===== src/hw/rtl/cfc_pkg.sv =====
// Shared types and constants for the certainty factor combiner.
`default_nettype none

package cfc_pkg;

  // Width of every certainty factor field on the channels
  localparam int CF_W = 16;

  // One certainty factor as it travels on a channel
  typedef logic signed [CF_W-1:0] cf_t;

endpackage

`default_nettype wire


===== src/hw/rtl/cfc_if.sv =====
// Stream interfaces for the operand pair request and the combined result.
`default_nettype none

interface cfc_in_if;
  logic         valid;
  logic         ready;
  cfc_pkg::cf_t first_cf;
  cfc_pkg::cf_t second_cf;

  modport source (output valid, output first_cf, output second_cf, input ready);
  modport sink   (input valid, input first_cf, input second_cf, output ready);
endinterface

interface cfc_out_if;
  logic         valid;
  logic         ready;
  cfc_pkg::cf_t combined_cf;

  modport source (output valid, output combined_cf, input ready);
  modport sink   (input valid, input combined_cf, output ready);
endinterface

`default_nettype wire


===== src/hw/rtl/certainty_factor_combiner.sv =====
// Pipelined MYCIN certainty factor combiner with a bit-per-stage divider.
//
//  channel | dir | handshake     | payload
//  --------+-----+---------------+------------------------------------
//  in_ch   | in  | valid / ready | first_cf, second_cf (signed, Q.FRAC_BITS)
//  out_ch  | out | valid / ready | combined_cf (signed, Q.FRAC_BITS)
//
// One request enters per cycle while no result on out_ch is refused; each passes
// three front stages, FRAC_BITS + 1 restoring divider stages that each settle
// one quotient bit, and the output register.
// rst_n clears the stage valid bits only.
// A result held on out_ch stalls the whole pipeline in place; in_ch.ready
// is low only while that result is not taken.
`default_nettype none

module certainty_factor_combiner #(
  parameter int FRAC_BITS = 14
) (
  input  wire logic      clk,
  input  wire logic      rst_n,
  cfc_in_if.sink         in_ch,
  cfc_out_if.source      out_ch
);

  // Internal signed width for saturated inputs and results
  localparam int VW = (FRAC_BITS + 2 > cfc_pkg::CF_W) ? FRAC_BITS + 2 : cfc_pkg::CF_W;
  // Magnitude width, holds 0 .. ONE
  localparam int MW = FRAC_BITS + 1;
  // Divider remainder width, holds twice a remainder below ONE
  localparam int RW = MW + 1;
  localparam int PW = 2 * MW;
  localparam int DS = FRAC_BITS + 1;

  localparam logic signed [VW-1:0] ONE_S = VW'(1) << FRAC_BITS;
  localparam logic [MW-1:0]        ONE_M = MW'(1) << FRAC_BITS;

  logic adv;

  // Advance everything unless the held result is refused
  assign adv         = !(out_ch.valid && !out_ch.ready);
  assign in_ch.ready = adv;

  // ---------------- stage 1: saturate inputs ----------------
  logic signed [VW-1:0] a_ext, b_ext, a_sat, b_sat;
  logic signed [VW-1:0] a1_r, b1_r;
  logic                 v1_r;

  assign a_ext = VW'(in_ch.first_cf);
  assign b_ext = VW'(in_ch.second_cf);
  assign a_sat = (a_ext > ONE_S) ? ONE_S : ((a_ext < -ONE_S) ? -ONE_S : a_ext);
  assign b_sat = (b_ext > ONE_S) ? ONE_S : ((b_ext < -ONE_S) ? -ONE_S : b_ext);

  always_ff @(posedge clk) begin
    if (adv) begin
      a1_r <= a_sat;
      b1_r <= b_sat;
    end
  end

  // ---------------- stage 2: magnitudes, signs, sum ----------------
  logic [VW-1:0]        a_abs, b_abs;
  logic [MW-1:0]        ma2_r, mb2_r;
  logic                 sa2_r, sb2_r;
  logic signed [VW:0]   sum2_r;
  logic signed [VW-1:0] a2_r;
  logic                 v2_r;

  assign a_abs = a1_r[VW-1] ? VW'(-a1_r) : VW'(a1_r);
  assign b_abs = b1_r[VW-1] ? VW'(-b1_r) : VW'(b1_r);

  always_ff @(posedge clk) begin
    if (adv) begin
      ma2_r  <= a_abs[MW-1:0];
      mb2_r  <= b_abs[MW-1:0];
      sa2_r  <= a1_r[VW-1];
      sb2_r  <= b1_r[VW-1];
      sum2_r <= (VW+1)'(a1_r) + (VW+1)'(b1_r);
      a2_r   <= a1_r;
    end
  end

  // ---------------- stage 3: product, divisor, dividend ----------------
  logic [MW-1:0]        m_min, d_val, one_less_a;
  logic [VW:0]          sum_abs;
  logic [PW-1:0]        prod;
  logic [PW-1:0]        prod3_r;
  logic signed [VW-1:0] a3_r;
  logic                 sb3_r, same3_r, zero3_r, ssgn3_r;
  logic [MW-1:0]        d3_r, ms3_r;
  logic                 v3_r;

  assign m_min      = (ma2_r < mb2_r) ? ma2_r : mb2_r;
  assign d_val      = ONE_M - m_min;
  assign sum_abs    = sum2_r[VW] ? (VW+1)'(-sum2_r) : (VW+1)'(sum2_r);
  // Same-sign term uses |b| * (ONE - |a|) for both sign cases
  assign one_less_a = ONE_M - ma2_r;
  assign prod       = PW'(mb2_r) * PW'(one_less_a);

  always_ff @(posedge clk) begin
    if (adv) begin
      prod3_r <= prod;
      a3_r    <= a2_r;
      sb3_r   <= sb2_r;
      same3_r <= (sa2_r == sb2_r);
      zero3_r <= (m_min == ONE_M);
      ssgn3_r <= sum2_r[VW];
      d3_r    <= d_val;
      ms3_r   <= sum_abs[MW-1:0];
    end
  end

  // ---------------- divider stages, one quotient bit each ----------------
  logic [RW-1:0]        rem_r  [DS];
  logic [MW-1:0]        q_r    [DS];
  logic [MW-1:0]        d_r    [DS];
  logic signed [VW-1:0] res_r  [DS];
  logic                 same_r [DS];
  logic                 zero_r [DS];
  logic                 ssgn_r [DS];
  logic                 v_r    [DS];

  logic [MW-1:0]        pq;
  logic signed [VW-1:0] pq_s, same_res;
  logic                 ge0;

  // Finish the same-sign result: a + sign(b) * trunc(product / ONE)
  assign pq       = prod3_r[FRAC_BITS +: MW];
  assign pq_s     = VW'({1'b0, pq});
  assign same_res = a3_r + (sb3_r ? -pq_s : pq_s);
  // Top quotient bit: for opposite signs, set only when |a+b| equals the divisor
  assign ge0      = (ms3_r >= d3_r);

  always_ff @(posedge clk) begin
    if (adv) begin
      rem_r[0]  <= ge0 ? RW'(ms3_r - d3_r) : RW'(ms3_r);
      q_r[0]    <= MW'(ge0);
      d_r[0]    <= d3_r;
      res_r[0]  <= same_res;
      same_r[0] <= same3_r;
      zero_r[0] <= zero3_r;
      ssgn_r[0] <= ssgn3_r;
    end
  end

  for (genvar k = 1; k < DS; k++) begin : g_div
    logic [RW-1:0] r2;
    logic          ge;

    assign r2 = {rem_r[k-1][RW-2:0], 1'b0};
    assign ge = (r2 >= RW'(d_r[k-1]));

    always_ff @(posedge clk) begin
      if (adv) begin
        rem_r[k]  <= ge ? (r2 - RW'(d_r[k-1])) : r2;
        q_r[k]    <= {q_r[k-1][MW-2:0], ge};
        d_r[k]    <= d_r[k-1];
        res_r[k]  <= res_r[k-1];
        same_r[k] <= same_r[k-1];
        zero_r[k] <= zero_r[k-1];
        ssgn_r[k] <= ssgn_r[k-1];
      end
    end
  end

  // ---------------- output stage: pick and sign the result ----------------
  logic signed [VW-1:0] q_s, res_nxt;
  cfc_pkg::cf_t         out_cf_r;
  logic                 out_valid_r;

  assign q_s = VW'({1'b0, q_r[DS-1]});

  always_comb begin
    if (same_r[DS-1]) begin
      res_nxt = res_r[DS-1];
    end else if (zero_r[DS-1]) begin
      res_nxt = '0;
    end else begin
      res_nxt = ssgn_r[DS-1] ? -q_s : q_s;
    end
  end

  always_ff @(posedge clk) begin
    if (adv) begin
      out_cf_r <= cfc_pkg::cf_t'(res_nxt[cfc_pkg::CF_W-1:0]);
    end
  end

  // Advance valid bits alongside the data
  always_ff @(posedge clk) begin
    if (!rst_n) begin
      v1_r        <= 1'b0;
      v2_r        <= 1'b0;
      v3_r        <= 1'b0;
      out_valid_r <= 1'b0;
    end else if (adv) begin
      v1_r        <= in_ch.valid;
      v2_r        <= v1_r;
      v3_r        <= v2_r;
      out_valid_r <= v_r[DS-1];
    end
  end

  always_ff @(posedge clk) begin
    if (!rst_n) begin
      v_r[0] <= 1'b0;
    end else if (adv) begin
      v_r[0] <= v3_r;
    end
  end

  for (genvar k = 1; k < DS; k++) begin : g_valid
    always_ff @(posedge clk) begin
      if (!rst_n) begin
        v_r[k] <= 1'b0;
      end else if (adv) begin
        v_r[k] <= v_r[k-1];
      end
    end
  end

  assign out_ch.valid       = out_valid_r;
  assign out_ch.combined_cf = out_cf_r;

endmodule

`default_nettype wire


===== src/flat_wrapper.sv =====
// flat-port wrapper written by rule: the top's interface ports become plain ports
module certainty_factor_combiner_flat 
#(
  parameter int FRAC_BITS = 14
)
  (clk, rst_n, in_ch_valid, in_ch_first_cf, in_ch_second_cf, in_ch_ready, out_ch_valid, out_ch_combined_cf, out_ch_ready);
  cfc_in_if in_ch_i ();
  cfc_out_if out_ch_i ();
  input  wire logic clk;
  input  wire logic rst_n;
  input wire logic [$bits(in_ch_i.valid)-1:0] in_ch_valid;
  input wire logic [$bits(in_ch_i.first_cf)-1:0] in_ch_first_cf;
  input wire logic [$bits(in_ch_i.second_cf)-1:0] in_ch_second_cf;
  output wire logic [$bits(in_ch_i.ready)-1:0] in_ch_ready;
  output wire logic [$bits(out_ch_i.valid)-1:0] out_ch_valid;
  output wire logic [$bits(out_ch_i.combined_cf)-1:0] out_ch_combined_cf;
  input wire logic [$bits(out_ch_i.ready)-1:0] out_ch_ready;
  assign in_ch_i.valid = in_ch_valid;
  assign in_ch_i.first_cf = in_ch_first_cf;
  assign in_ch_i.second_cf = in_ch_second_cf;
  assign in_ch_ready = in_ch_i.ready;
  assign out_ch_valid = out_ch_i.valid;
  assign out_ch_combined_cf = out_ch_i.combined_cf;
  assign out_ch_i.ready = out_ch_ready;
  certainty_factor_combiner #(.FRAC_BITS(FRAC_BITS)) u_core (.clk(clk), .rst_n(rst_n), .in_ch(in_ch_i), .out_ch(out_ch_i));
endmodule

===== config.mk =====
export PLATFORM = sky130hd
export DESIGN_NAME = certainty_factor_combiner_flat
export DESIGN_NICKNAME = d
export VERILOG_FILES = /design/src/hw/rtl/cfc_pkg.sv /design/src/hw/rtl/cfc_if.sv /design/src/hw/rtl/certainty_factor_combiner.sv /design/src/flat_wrapper.sv
export SDC_FILE = /design/constraint.sdc
export NUM_CORES = 2
export LEC_CHECK = 0
export BUFFER_PORTS_ARGS = -buffer_cell sky130_fd_sc_hd__buf_2
export CORE_MARGIN = 8
export CORE_UTILIZATION = 57
export DETAILED_ROUTE_END_ITERATION = 6
export PLACE_DENSITY = 0.77
export SLEW_MARGIN = 20
export SYNTH_ARGS = -nofsm -noshare
export SYNTH_HDL_FRONTEND = slang
export SYNTH_SLANG_ARGS = --single-unit

===== constraint.sdc =====
create_clock -name clk -period 39.9 [get_ports clk]
set_input_delay 1.995 -clock clk [delete_from_list [all_inputs] [get_ports clk]]
set_output_delay 1.995 -clock clk [all_outputs]
set_load 0.02 [all_outputs]

==> run summary <==
status: completed
CTS Sinks: 1019
reg-to-reg critical path endpoint: u_core.prod3_r[28]
crit path max fanout: 11
CTS resizes: 0
Clock Pin Slew Worst Setup and Hold Paths: 0.06 ns
CP delay by family, top: adder cells
Die Ht: 324 µm
hold crit path type: reg -> reg
synth top area cells: edfxtp_1 56%, ha_1 8.4%, fa_1 6.7%
sequential fraction of the synthesis area: 56.3%
grt ovf: 0
die footprint: 105000 µm²
gpl congestion: 0.904
Distinct cells, synth: 76
hold-fix buffers at CTS: 0
FF-to-FF setup slack: 31.51 ns
initial antenna violation count: 2
routed len/inst: 18.6 µm
relative slew slack: 28.3%
Critical Path AT: 8.81 ns
R2R cell count: 25
DRT iter0 DRCs: 2212
Mapped Cells: 4247
Initial DRT Pass Iterations: 7
Synth Register Bits: 1019
Total Nets Final: 4928
Final period util: 21.0%
RSZ-0062 raised after global routing: no
Vias/cell: 5.66
reg-to-reg startpoint: u_core.a2_r[0]
largest net degree at the start of global routing: 179
CTS tree: done
Crit path buffers/inverters: 6
min Tclk post-route: 8.39 ns
Layout area overhead: 9.15%
Worst Tran Pin Value: 1.08 ns
Rows: 113
Setup Crit Path Kind: reg -> reg
Initial Util: 57.3%
final max-slew violation count: 0
Setup WS post-layout: 31.51 ns
share of cells above drive strength 1: 8.19%
Max-Cap Viols: 0
mapped cell area: 54200 µm²
TNS Setup: 0 ns
Skew-Pair Late Insertion Delay: 0.67 ns
Fill cells: 7006
DP HPWL: 77100 µm
drc violations: 0
CP peak stage delay: 0.56 ns
# port buffers: 53
net count after synthesis: 4827
Worst path depth: 25
final setup fails: 0
most frequent cell after synthesis: edfxtp_1
Hold Fails Final Rpt: 0
Core ar.: 94600 µm²
htree depth: 3
WP data required: 40.31 ns
post-route cell area: 59200 µm²
Setup crit start kind: flop
clk_skew: 0.0177 ns
CTS Buffer Depth: 3
crit path to: u_core.prod3_r[28]
Routed WL: 106000 µm
yosys warns: 0
CTS Buf Count: 103
Async S/R FF share, synth: 0%
first-pass GRT wire length: 171000 µm
placed cell area: 56000 µm²
root buffer cell: clkbuf_16
Ports: 54
Max Fclk: 119 MHz
Critical path origin: u_core.a2_r[0]
most frequent cells after synthesis: 1014 x edfxtp_1, 504 x inv_1, 363 x ha_1, 254 x nand2_1, 236 x nor2_1
Post-CTS Setup Bufs: 0
post-route ant nets: 0
dpl ws: 31.56 ns
total number of vias: 32278
Avg Cell Area, Syn: 12.8 µm²
Slowest-stage cell, CP: edfxtp_1
vias in the first global route: 32316
top-area cell type share of the netlist area: 56.2%
most used flip-flop cell after synthesis: edfxtp_1
leading area contributor after synthesis: edfxtp_1
GRT Total Usage: 20.0%
Die Wd: 324 µm
CP endpoint kind: flop
EDFF count, synth: 1014
registers in the layout, indices dropped and copies added (netlist names), 15 cells and up:
name / count
u_core.zero_r: 15
u_core.ssgn_r: 15
u_core.ms3_r: 15
u_core.a3_r: 16
u_core.out_ch.combined_cf: 16
u_core.sum2_r: 16
u_core.a1_r: 16
u_core.mb2_r: 15
u_core.rem_r: 210
u_core.d3_r: 15
u_core.prod3_r: 15
u_core.same_r: 15
u_core.res_r: 240
u_core.d_r: 210
u_core.q_r: 120
u_core.b1_r: 16
u_core.v_r: 15
u_core.a2_r: 16
kinds of logic after synthesis:
logic type	after synthesis	share of synthesized area [%]
mux	106	2.17
flops	1019	56.3
buf+inv	588	4.11
compound gates	718	8.78
xor+xnor	255	4.15
simple gates	1017	9.40
fa+ha+maj	544	15.1
worst register-to-register path: stages, from the launching register on:
cell      delay, ns
edfxtp_1       0.56
inv_1          0.32
ha_1           0.30
or4b_4         0.52
o21ai_0        0.52
and2_1         0.49
nand2_1        0.14
fa_1           0.53
inv_1          0.05
fa_1           0.49
inv_1          0.05
fa_1           0.53
inv_1          0.05
fa_1           0.35
inv_1          0.08
fa_1           0.44
fa_1           0.49
inv_1          0.05
ha_1           0.31
nor2_1         0.06
nor3_1         0.51
nand4_1        0.26
a211o_1        0.39
a21oi_1        0.23
nor3_1         0.09
a311o_1        0.31
through the flow:
| step | instances | hold slack (ns) | utilization [%] |
|---|---|---|---|
| final | 5698 | 0.413 | 62.6 |
| after global routing | 5697 | 0.417 | 62.6 |
| after CTS | 5697 | 0.415 | 62.6 |
| after detailed placement | 5508 | 0.405 | 59.2 |
| after global placement | 5508 | 0.400 | 59.2 |
| after floorplan | 4247 | 0.400 | - |
routing by layer:
metal | GRT usage, % | share of wire (%)
met1 | 25.2 | 41
met4 | 9.87 | 4.9
met3 | 2.70 | 4.8
met2 | 34.1 | 49
met5 | 0 | 0
area by class of cell:
| class | instances | area, µm² | share of cell area, % |
|---|---|---|---|
| Tap cell | 1265 | 1580 | 2.67 |
| Clock buffer | 127 | 2690 | 4.54 |
| Multi-Input combinational cell | 2640 | 21500 | 36.3 |
| Inverter | 505 | 1900 | 3.22 |
| Sequential cell | 1019 | 30500 | 51.6 |
| Antenna cell | 1 | 2.50 | 0.00423 |
| Timing Repair Buffer | 79 | 480 | 0.812 |
| Clock inverter | 62 | 508 | 0.858 |
worst min-delay path by stage:
| stage | startpoint | to | cells after the start |
|---|---|---|---|
| floorplan | u_core.a2_r[10] | u_core.a3_r[10] | 0 |
| global placement | u_core.zero_r[1][5] | u_core.zero_r[1][6] | 0 |
| detailed placement | u_core.q_r[0][46] | u_core.q_r[0][62] | 0 |
| CTS | u_core.q_r[0][46] | u_core.q_r[0][62] | 0 |
| global route | u_core.res_r[1][18] | u_core.res_r[1][34] | 0 |
| finish | u_core.q_r[1][37] | u_core.q_r[1][53] | 0 |
cells in the final DEF, fill, tap and decap left out, drive strengths merged, types with 13 or more instances in the layout:
| cell type | netlist | routed |
|---|---|---|
| ha | 363 | 363 |
| o21bai | 13 | 13 |
| o21ai | 159 | 159 |
| nand4 | 28 | 28 |
| a22o | 16 | 16 |
| clkinv | 0 | 44 |
| a31oi | 43 | 43 |
| buf | 16 | 79 |
| nand2 | 255 | 255 |
| a221oi | 13 | 13 |
| a21oi | 158 | 158 |
| mux2 | 92 | 92 |
| xor2 | 67 | 67 |
| or3 | 33 | 33 |
| nor2 | 238 | 238 |
| fa | 181 | 181 |
| xnor2 | 188 | 188 |
| and2 | 146 | 146 |
| clkbuf | 67 | 127 |
| edfxtp | 1014 | 1014 |
| inv | 505 | 514 |
| and3 | 46 | 46 |
| o31ai | 36 | 36 |
| nor4 | 17 | 17 |
| a211oi | 19 | 19 |
| o21a | 39 | 39 |
| nor3 | 76 | 76 |
| and4 | 17 | 17 |
| nand3 | 40 | 40 |
| or2 | 20 | 20 |
| a21boi | 21 | 21 |
| o211ai | 28 | 28 |
| nor2b | 46 | 46 |
| nand2b | 26 | 26 |
| a21o | 84 | 84 |
| o31a | 14 | 14 |
| mux2i | 14 | 14 |
Power is not shown: default switching activity piles up to over one toggle a cycle in this logic, so the estimate is an artifact.
